**config.mk**
```make
export PLATFORM = sky130hd
export DESIGN_NAME = go_to_goal_pose_controller
export DESIGN_NICKNAME = d
export VERILOG_FILES = /design/src/hw/rtl/ggpc_pkg.sv /design/src/hw/rtl/go_to_goal_pose_controller.sv /design/src/hw/rtl/ggpc_cordic.sv
export SDC_FILE = /design/constraint.sdc
export NUM_CORES = 2
export LEC_CHECK = 0
export ABC_AREA = 1
export BUFFER_PORTS_ARGS = -buffer_cell sky130_fd_sc_hd__buf_2
export CELL_PAD_IN_SITES_DETAIL_PLACEMENT = 1
export CELL_PAD_IN_SITES_GLOBAL_PLACEMENT = 1
export CORE_MARGIN = 4
export CORE_UTILIZATION = 45
export DETAILED_ROUTE_END_ITERATION = 10
export PLACE_DENSITY_LB_ADDON = 0.1
export SYNTH_ARGS = -nofsm -noshare
export SYNTH_HDL_FRONTEND = slang
export SYNTH_HIERARCHICAL = 1
export SYNTH_SLANG_ARGS = --single-unit
```
**constraint.sdc**
```tcl
create_clock -name aclk -period 18.7 [get_ports aclk]
set_input_delay 3.74 -clock aclk [delete_from_list [all_inputs] [get_ports aclk]]
set_output_delay 3.74 -clock aclk [all_outputs]
set_load 0.01 [all_outputs]
```
**src/hw/rtl/ggpc_pkg.sv**
```systemverilog
// shared constants, types and helper functions of the go-to-goal pose controller
// used by ggpc_cordic and go_to_goal_pose_controller; depends on nothing else
package ggpc_pkg;

    localparam int POS_WIDTH_DEF    = 16;
    localparam int CORDIC_STEPS_DEF = 14;

    localparam int ANG_W  = 15;   // q3.12 angle and rate fields
    localparam int ERR_W  = 18;   // heading error before wrapping
    localparam int ZW     = 21;   // cordic angle, radians * 65536
    localparam int LIN_W  = 14;

    localparam logic signed [ZW-1:0]    PI_Q16     = 21'sd205887;
    localparam logic [15:0]             INV_K_Q16  = 16'd39797;
    localparam logic signed [ERR_W-1:0] PI_Q12     = 18'sd12868;
    localparam logic signed [ERR_W-1:0] TWO_PI_Q12 = 18'sd25736;
    localparam logic [LIN_W-1:0]        VMAX_Q12   = 14'd8192;
    localparam logic signed [ERR_W-1:0] PSI_OK_Q12 = 18'sd1024;
    localparam logic signed [ERR_W-1:0] EPS_TH_Q12 = 18'sd82;
    localparam int                      EPS_POS_Q10 = 51;

    localparam logic REQ_POSE = 1'b0;
    localparam logic REQ_TICK = 1'b1;

    typedef struct packed {
        logic start;
        logic vec_mode;   // 1 vectoring (atan2, magnitude), 0 rotation (cos)
    } cordic_ctl_t;

    function automatic logic [16:0] atan_q16(input logic [4:0] i);
        logic [16:0] a;
        case (i)
            5'd0:  a = 17'd51472;
            5'd1:  a = 17'd30385;
            5'd2:  a = 17'd16055;
            5'd3:  a = 17'd8150;
            5'd4:  a = 17'd4091;
            5'd5:  a = 17'd2047;
            5'd6:  a = 17'd1024;
            5'd7:  a = 17'd512;
            5'd8:  a = 17'd256;
            5'd9:  a = 17'd128;
            5'd10: a = 17'd64;
            5'd11: a = 17'd32;
            5'd12: a = 17'd16;
            5'd13: a = 17'd8;
            5'd14: a = 17'd4;
            5'd15: a = 17'd2;
            5'd16: a = 17'd1;
            default: a = 17'd0;
        endcase
        return a;
    endfunction

    // error magnitudes here never need more than two turns either way
    function automatic logic signed [ERR_W-1:0] wrap_err(input logic signed [ERR_W-1:0] e);
        logic signed [ERR_W-1:0] r;
        r = e;
        if (r > PI_Q12) r = r - TWO_PI_Q12;
        if (r > PI_Q12) r = r - TWO_PI_Q12;
        if (r <= -PI_Q12) r = r + TWO_PI_Q12;
        if (r <= -PI_Q12) r = r + TWO_PI_Q12;
        return r;
    endfunction

    function automatic logic signed [ANG_W-1:0] clamp_rate(input logic signed [20:0] v);
        logic signed [ANG_W-1:0] r;
        if (v > 21'sd8192)       r = 15'sd8192;
        else if (v < -21'sd8192) r = -15'sd8192;
        else                     r = v[ANG_W-1:0];
        return r;
    endfunction

endpackage

```
**src/hw/rtl/go_to_goal_pose_controller.sv**
```systemverilog
// go-to-goal unicycle controller top level: handshakes, stage sequencer, output register
// depends on ggpc_pkg and ggpc_cordic
//
// Pose items (tuser 0) store x, y and heading. Tick items (tuser 1) give one command item
// once a pose is known: in the go-to-point stage a vectoring cordic run gives distance and
// bearing, and while the bearing error is small a second cordic run gives its cosine. Align
// and done ticks go straight to the emit state. The single cordic unit serves both runs;
// s_tready stays low while a tick is in work. The command waits in an output register until
// taken.
module go_to_goal_pose_controller #(
    parameter int POS_WIDTH    = ggpc_pkg::POS_WIDTH_DEF,
    parameter int CORDIC_STEPS = ggpc_pkg::CORDIC_STEPS_DEF,
    localparam int IN_BITS = 2 * POS_WIDTH + ggpc_pkg::ANG_W,
    localparam int IN_W    = ((IN_BITS + 7) / 8) * 8,
    localparam int CFG_W   = (POS_WIDTH > ggpc_pkg::ANG_W) ? POS_WIDTH : ggpc_pkg::ANG_W
) (
    input  logic             aclk,
    input  logic             aresetn,
    input  logic             s_tvalid,
    output logic             s_tready,
    input  logic [IN_W-1:0]  s_tdata,   // pose_x_in, pose_y_in, pose_heading_in, zero pad
    input  logic             s_tuser,   // req_type
    output logic             m_tvalid,
    input  logic             m_tready,
    output logic [31:0]      m_tdata,   // linear_cmd, angular_cmd, stage_out, done_flag
    input  logic             cfg_valid,
    output logic             cfg_ready,
    input  logic [1:0]       cfg_index,
    input  logic [CFG_W-1:0] cfg_data
);

    localparam int CW = POS_WIDTH + 18;
    localparam int ZW = ggpc_pkg::ZW;
    localparam int MW = CW - 9;       // magnitude after the shift by 8, sign dropped
    localparam int DW = CW - 15;      // distance in q.10
    localparam int EW = ggpc_pkg::ERR_W;

    localparam logic [1:0] CFG_GOAL_X  = 2'd0;
    localparam logic [1:0] CFG_GOAL_Y  = 2'd1;
    localparam logic [1:0] CFG_GOAL_HD = 2'd2;

    localparam logic [1:0] STAGE_GO    = 2'd0;
    localparam logic [1:0] STAGE_ALIGN = 2'd1;
    localparam logic [1:0] STAGE_DONE  = 2'd2;

    typedef enum logic [2:0] {
        ST_IDLE, ST_VEC, ST_DIST, ST_HEAD, ST_COS, ST_EMIT
    } state_t;

    state_t state_reg;

    logic signed [POS_WIDTH-1:0]        goal_x_reg, goal_y_reg, pose_x_reg, pose_y_reg;
    logic signed [ggpc_pkg::ANG_W-1:0]  goal_hd_reg, pose_hd_reg;
    logic                               pose_known_reg, finished_reg;
    logic [1:0]                         stage_reg;

    logic [MW-1:0]                      mag_reg;
    logic signed [ZW-1:0]               psi_reg;
    logic [DW-1:0]                      dist_reg;
    logic [ggpc_pkg::LIN_W-1:0]         linb_reg;

    logic [ggpc_pkg::LIN_W-1:0]         res_lin_reg;
    logic signed [ggpc_pkg::ANG_W-1:0]  res_ang_reg;

    logic                               m_valid_reg;
    logic [31:0]                        m_data_reg;

    ggpc_pkg::cordic_ctl_t              cctl_reg;
    logic signed [CW-1:0]               cx_reg, cy_reg;
    logic signed [ZW-1:0]               cz_reg;
    logic                               c_done;
    logic signed [CW-1:0]               c_x;
    logic signed [ZW-1:0]               c_z;

    // datapath around the sequencer
    logic signed [POS_WIDTH:0]          dx, dy;
    logic signed [EW-1:0]               e_al, e_go;
    logic signed [ZW-1:0]               psi_rnd;
    logic [CW+6:0]                      dist_prod;
    logic [DW+2:0]                      six_dist;
    logic [16:0]                        cos_cl;
    logic [30:0]                        lin_prod;
    logic                               s_acc;

    assign s_acc = s_tvalid && s_tready;

    always_comb begin
        dx      = (POS_WIDTH+1)'(goal_x_reg) - (POS_WIDTH+1)'(pose_x_reg);
        dy      = (POS_WIDTH+1)'(goal_y_reg) - (POS_WIDTH+1)'(pose_y_reg);
        e_al    = ggpc_pkg::wrap_err(EW'(goal_hd_reg) - EW'(pose_hd_reg));
        psi_rnd = (psi_reg + ZW'(8)) >>> 4;
        e_go    = ggpc_pkg::wrap_err(EW'(psi_rnd) - EW'(pose_hd_reg));
        dist_prod = (CW+7)'(mag_reg) * (CW+7)'(ggpc_pkg::INV_K_Q16);
        six_dist  = (DW+3)'(dist_reg) * (DW+3)'(6);
        // cosine clamped to 0..1.0 in q.16
        if (c_x[CW-1])                   cos_cl = 17'd0;
        else if (c_x > CW'(65536))       cos_cl = 17'd65536;
        else                             cos_cl = c_x[16:0];
        lin_prod = 31'(linb_reg) * 31'(cos_cl);
    end

    always_ff @(posedge aclk) begin
        if (!aresetn) begin
            state_reg      <= ST_IDLE;
            goal_x_reg     <= '0;
            goal_y_reg     <= '0;
            goal_hd_reg    <= '0;
            pose_x_reg     <= '0;
            pose_y_reg     <= '0;
            pose_hd_reg    <= '0;
            pose_known_reg <= 1'b0;
            finished_reg   <= 1'b0;
            stage_reg      <= STAGE_GO;
            m_valid_reg    <= 1'b0;
            cctl_reg       <= '0;
        end else begin
            // start is a single-cycle pulse, dropped once the cordic has taken it
            if (state_reg == ST_VEC || state_reg == ST_COS) cctl_reg.start <= 1'b0;
            if (m_valid_reg && m_tready && state_reg != ST_EMIT) m_valid_reg <= 1'b0;

            if (cfg_valid) begin
                unique case (cfg_index)
                    CFG_GOAL_X:  goal_x_reg  <= POS_WIDTH'(cfg_data);
                    CFG_GOAL_Y:  goal_y_reg  <= POS_WIDTH'(cfg_data);
                    CFG_GOAL_HD: goal_hd_reg <= cfg_data[ggpc_pkg::ANG_W-1:0];
                    default: ;
                endcase
            end

            unique case (state_reg)
                ST_IDLE: begin
                    if (s_acc) begin
                        if (s_tuser == ggpc_pkg::REQ_POSE) begin
                            pose_x_reg     <= s_tdata[POS_WIDTH-1:0];
                            pose_y_reg     <= s_tdata[2*POS_WIDTH-1:POS_WIDTH];
                            pose_hd_reg    <= s_tdata[IN_BITS-1:2*POS_WIDTH];
                            pose_known_reg <= 1'b1;
                        end else if (pose_known_reg) begin
                            res_lin_reg <= '0;
                            res_ang_reg <= '0;
                            if (stage_reg == STAGE_GO) begin
                                // vectoring run on the goal offset, scaled up by 2^14
                                cx_reg   <= CW'(dx) <<< 14;
                                cy_reg   <= CW'(dy) <<< 14;
                                cz_reg   <= '0;
                                cctl_reg <= '{start: 1'b1, vec_mode: 1'b1};
                                state_reg <= ST_VEC;
                            end else if (stage_reg == STAGE_ALIGN) begin
                                if (e_al <= ggpc_pkg::EPS_TH_Q12 && e_al >= -ggpc_pkg::EPS_TH_Q12)
                                    stage_reg <= STAGE_DONE;
                                else
                                    res_ang_reg <= ggpc_pkg::clamp_rate(21'(e_al) * 21'sd4);
                                state_reg <= ST_EMIT;
                            end else begin
                                // done stage, and the unused stage code acts the same
                                finished_reg <= 1'b1;
                                state_reg    <= ST_EMIT;
                            end
                        end
                    end
                end
                ST_VEC: begin
                    if (c_done) begin
                        mag_reg   <= c_x[CW-2:8];
                        psi_reg   <= c_z;
                        state_reg <= ST_DIST;
                    end
                end
                ST_DIST: begin
                    dist_reg  <= dist_prod[CW+6:22];
                    state_reg <= ST_HEAD;
                end
                ST_HEAD: begin
                    if (dist_reg <= DW'(ggpc_pkg::EPS_POS_Q10)) begin
                        stage_reg <= STAGE_ALIGN;
                        state_reg <= ST_EMIT;
                    end else begin
                        res_ang_reg <= ggpc_pkg::clamp_rate(21'(e_go) * 21'sd6);
                        if (e_go < ggpc_pkg::PSI_OK_Q12 && e_go > -ggpc_pkg::PSI_OK_Q12) begin
                            if (dist_reg > DW'(8192) || six_dist > (DW+3)'(8192))
                                linb_reg <= ggpc_pkg::VMAX_Q12;
                            else
                                linb_reg <= six_dist[ggpc_pkg::LIN_W-1:0];
                            // rotation run for cos of the bearing error
                            cx_reg   <= CW'(ggpc_pkg::INV_K_Q16);
                            cy_reg   <= '0;
                            cz_reg   <= ZW'(e_go) <<< 4;
                            cctl_reg <= '{start: 1'b1, vec_mode: 1'b0};
                            state_reg <= ST_COS;
                        end else begin
                            state_reg <= ST_EMIT;
                        end
                    end
                end
                ST_COS: begin
                    if (c_done) begin
                        res_lin_reg <= lin_prod[29:16];
                        state_reg   <= ST_EMIT;
                    end
                end
                ST_EMIT: begin
                    if (!m_valid_reg || m_tready) begin
                        m_valid_reg <= 1'b1;
                        m_data_reg  <= {finished_reg, stage_reg, res_ang_reg, res_lin_reg};
                        state_reg   <= ST_IDLE;
                    end
                end
                default: state_reg <= ST_IDLE;
            endcase
        end
    end

    ggpc_cordic #(
        .POS_WIDTH    (POS_WIDTH),
        .CORDIC_STEPS (CORDIC_STEPS)
    ) u_cordic (
        .aclk    (aclk),
        .aresetn (aresetn),
        .ctl     (cctl_reg),
        .x_in    (cx_reg),
        .y_in    (cy_reg),
        .z_in    (cz_reg),
        .done    (c_done),
        .x_out   (c_x),
        .z_out   (c_z)
    );

    assign s_tready  = (state_reg == ST_IDLE);
    assign cfg_ready = 1'b1;
    assign m_tvalid  = m_valid_reg;
    assign m_tdata   = m_data_reg;

endmodule

```
**src/hw/rtl/ggpc_cordic.sv**
```systemverilog
// shared iterative cordic: vectoring for atan2 and magnitude, rotation for cos
// one micro-rotation per cycle; depends on ggpc_pkg
module ggpc_cordic #(
    parameter int POS_WIDTH    = ggpc_pkg::POS_WIDTH_DEF,
    parameter int CORDIC_STEPS = ggpc_pkg::CORDIC_STEPS_DEF,
    localparam int CW = POS_WIDTH + 18,
    localparam int NW = $clog2(CORDIC_STEPS)
) (
    input  logic                          aclk,
    input  logic                          aresetn,
    input  ggpc_pkg::cordic_ctl_t         ctl,
    input  logic signed [CW-1:0]          x_in,
    input  logic signed [CW-1:0]          y_in,
    input  logic signed [ggpc_pkg::ZW-1:0] z_in,
    output logic                          done,
    output logic signed [CW-1:0]          x_out,
    output logic signed [ggpc_pkg::ZW-1:0] z_out
);

    logic signed [CW-1:0]           x_reg, y_reg;
    logic signed [ggpc_pkg::ZW-1:0] z_reg;
    logic [NW-1:0]                  cnt_reg;
    logic                           busy_reg, vec_reg, done_reg;

    logic signed [CW-1:0]           xs, ys;
    logic signed [ggpc_pkg::ZW-1:0] a;
    logic                           pos_dir;

    always_comb begin
        xs = y_reg >>> cnt_reg;
        ys = x_reg >>> cnt_reg;
        a  = $signed({{(ggpc_pkg::ZW-17){1'b0}}, ggpc_pkg::atan_q16(5'(cnt_reg))});
        // vectoring drives y to zero, rotation drives z to zero
        pos_dir = vec_reg ? !y_reg[CW-1] : z_reg[ggpc_pkg::ZW-1];
    end

    always_ff @(posedge aclk) begin
        if (!aresetn) begin
            busy_reg <= 1'b0;
            done_reg <= 1'b0;
            vec_reg  <= 1'b0;
            cnt_reg  <= '0;
        end else begin
            if (ctl.start) begin
                busy_reg <= 1'b1;
                done_reg <= 1'b0;
                vec_reg  <= ctl.vec_mode;
                cnt_reg  <= '0;
                if (ctl.vec_mode && x_in[CW-1]) begin
                    x_reg <= -x_in;
                    y_reg <= -y_in;
                    z_reg <= y_in[CW-1] ? -ggpc_pkg::PI_Q16 : ggpc_pkg::PI_Q16;
                end else begin
                    x_reg <= x_in;
                    y_reg <= y_in;
                    z_reg <= z_in;
                end
            end else if (busy_reg) begin
                if (pos_dir) begin
                    x_reg <= x_reg + xs;
                    y_reg <= y_reg - ys;
                    z_reg <= z_reg + a;
                end else begin
                    x_reg <= x_reg - xs;
                    y_reg <= y_reg + ys;
                    z_reg <= z_reg - a;
                end
                done_reg <= (cnt_reg == NW'(CORDIC_STEPS - 1));
                if (cnt_reg == NW'(CORDIC_STEPS - 1)) begin
                    busy_reg <= 1'b0;
                end else begin
                    cnt_reg <= cnt_reg + 1'b1;
                end
            end else begin
                done_reg <= 1'b0;
            end
        end
    end

    assign done  = done_reg;
    assign x_out = x_reg;
    assign z_out = z_reg;

endmodule

```
==> metrics.txt <==
library cell with the highest instance count after synthesis sky130_fd_sc_hd__nand2_1; mean area per synthesized cell 7.382 sq um; post-synth top area cell sky130_fd_sc_hd__edfxtp_1; Final #Nets 7667; sequential share of the synthesized area 21.91%; setup bufs post-CTS 0; synthesized cell area 0.04929 sq mm; die height 339.0 um; Overflow after GRT 0; Total Neg Setup Slack 0 ns; number of sinks driven by the clock tree 402; total routed wirelength 156.3 mm; kind of end point of the critical path register; count of flip-flops with a built-in enable after synthesis 275; number of flip-flops and latches in the synthesized netlist 402; Worst EP arrival 13.05 ns; number of instances resized during post-cts repair 0; startpoint-to-endpoint class of the critical path reg2reg; clock latency of the later-clocked register in the worst-skew pair 0.66 ns; Synth top cells by count sky130_fd_sc_hd__nand2_1 (1412), sky130_fd_sc_hd__inv_1 (1009), sky130_fd_sc_hd__nor2_1 (657), sky130_fd_sc_hd__nand3_1 (580), sky130_fd_sc_hd__ha_1 (502); power consumption 7.700 mW; max cap viols 0; Worst Path Max Fanout 24; Largest stage delay, worst path 0.67 ns; cell total after placement 8110; slowest stage cell on the critical path sky130_fd_sc_hd__nor4_1; vias per cell 5.407; routed wire length per instance 19.05 um; most frequently used flop master after synthesis sky130_fd_sc_hd__edfxtp_1; worst ir drop on vdd 0.0003370 V; number of iterations in the first detailed-routing pass 5; post-layout min period 12.55 ns; reg2reg start psi_reg[5]; Setup violations, final 0; FMAX 79.69 MHz; top cell type's share of synthesized area 16.75%; worst min-delay path endpoint m_tdata[2]; Clk Tree Root Cell sky130_fd_sc_hd__clkbuf_16; final RePlAce weighted congestion 0.8933; wire length of the first global-routing pass 250.3 mm; critical path startpoint category register; TritonCTS clock tree yes; total power per unit cell area 145.6 mW/mm^2; worst hold path stage count 0; transition time at the pin with the least slew margin 1.263 ns; data required time at the worst endpoint 19.20 ns; Sequential cell area 0.01081 sq mm; number of buffers and inverters on the critical path 8; internal reg-to-reg setup slack 6.15 ns; Area growth, synth to finish 7.290%; # rows 121; routed via count 44360; number of violations reported at the end of detailed-routing iteration 0 2245; Floorplan Core Area 0.1089 sq mm; count of buffers inserted at the top-level ports 103; DPL Wire Length 126.8 mm; overall routing resource usage 26.90%; kind of path behind the tightest hold check reg2reg; Clock Skews 0.03052 ns; number of H-tree levels 2; worst hold start res_lin_reg[2]; Yosys warnings 6; Post-Synthesis Cells 6677; area of the multi-input gates 0.03399 sq mm; Hold Violations, Final 0; I/O Pins 107; max_slew headroom 15.80%; post-route antenna net violation count 0; DIE AREA 0.1149 sq mm; Leak Pwr 25.93 nW; unrepaired setup endpoints after global routing false; depth of the worst register-to-register path 67; Top Family by Delay on Critical Path simple AND/OR/NAND/NOR gates; pin count of the biggest net entering global routing 70; clock tree buffer depth 3; share of flip-flops with an asynchronous set or reset 0%; fraction of layout cells with a size suffix above 1 6.173%; final standard cell count with taps included and fillers excluded 8203; number of design rule violations left after detail routing 0; TritonCTS buffer count 49; Filler cells 13860; final worst-path cycle share 67.11%; cts hold-fix bufs 0; most numerous cell on the critical path sky130_fd_sc_hd__nand2_1; worst reg2reg path endpoint res_ang_reg[2]; main area contributors after synthesis sky130_fd_sc_hd__edfxtp_1 (17%), sky130_fd_sc_hd__fa_1 (14%), sky130_fd_sc_hd__ha_1 (13%); number of antenna violations at the first check in global routing 4; distinct cell type count of the synthesized netlist 73; CTS clock-pin slew for the worst setup and hold paths 0.06 ns; worst slack on hold paths 0.4092 ns; initial cell density of the core 45.28%; result of the run finished, final reports clean; number of global-route vias before repair 46760; width of the die 339.0 um; Pins Over Slew Limit 0
==> metal layers <==
layer	vias to the layer above	track usage, %	routed length (um)
li1	21840	-	-
met1	21550	34.68	69290
met2	718	46.70	74900
met3	233	3.043	5983
met4	6	9.597	6053
met5	-	0	29
==> where the power goes <==
group | total [mW] | internal [mW] | switching, mW
clock | 0.985 | 0.552 | 0.432
combinational | 5.62 | 1.80 | 3.82
sequential | 1.10 | 1.05 | 0.0448
==> cell type report <==
type	count	share of cell area, %
multi-input combinational	5114	64.26
sequential	402	20.43
inverter	1045	7.424
tap	1414	3.345
clock buffer	67	2.607
timing repair buffer	135	1.429
clock inverter	25	0.4945
antenna	1	0.004732
==> logic make-up (layout without fill, tap and decap cells) <==
family | count (synthesis) | after routing | synth area share (%)
adder cells (fa/ha/maj) | 848 | 848 | 26.79
XOR/XNOR | 230 | 230 | 4.155
flip-flops | 402 | 402 | 21.91
AO/OA/AOI/OAI | 982 | 982 | 10.98
AND/OR/NAND/NOR | 2996 | 2996 | 26.45
buffers and inverters | 1217 | 1272 | 9.691
other | 2 | 59 | 0.01524
==> metrics by stage <==
| stage | util [%] | worst slack, ns | cell area [sq um] |
|---|---|---|---|
| 2_1_floorplan | - | 8.926 | 49500 |
| 3_3_place_gp | 47.08 | 6.601 | 51240 |
| 3_5_place_dp | 47.08 | 6.223 | 51240 |
| 4_1_cts | 48.58 | 6.105 | 52880 |
| 5_1_grt | 48.58 | 4.878 | 52890 |
| 6_report | 48.58 | 6.151 | 52890 |
==> how the worst max path moves through the flow <==
stage | startpoint | endpoint | slack, ns | cells past startpoint
after floorplan | psi_reg[5] | cx_reg[12] | 8.93 | 58
after global placement | psi_reg[5] | res_ang_reg[2] | 6.60 | 67
after detailed placement | psi_reg[5] | res_ang_reg[2] | 6.22 | 67
after CTS | psi_reg[5] | res_ang_reg[2] | 6.10 | 67
after global routing | psi_reg[5] | res_ang_reg[2] | 4.88 | 67
final | psi_reg[5] | res_ang_reg[2] | 6.15 | 67
==> placed cells by master (no fill, tap or decap), drive strengths merged, types with 27 or more instances in the layout <==
cell / Yosys / layout
dfxtp: 127 / 127
edfxtp: 275 / 275
nand2: 1479 / 1479
o21bai: 31 / 31
inv: 1040 / 1046
xnor2: 64 / 64
a21oi: 404 / 404
nand4: 78 / 78
a21o: 27 / 27
o21ai: 405 / 405
nor2: 682 / 682
fa: 346 / 346
buf: 77 / 135
nor3: 85 / 85
xor2: 166 / 166
clkbuf: 95 / 67
conb: 2 / 58
ha: 502 / 502
nand3: 602 / 602
Note: power is estimated with default switching activity, not from simulation.
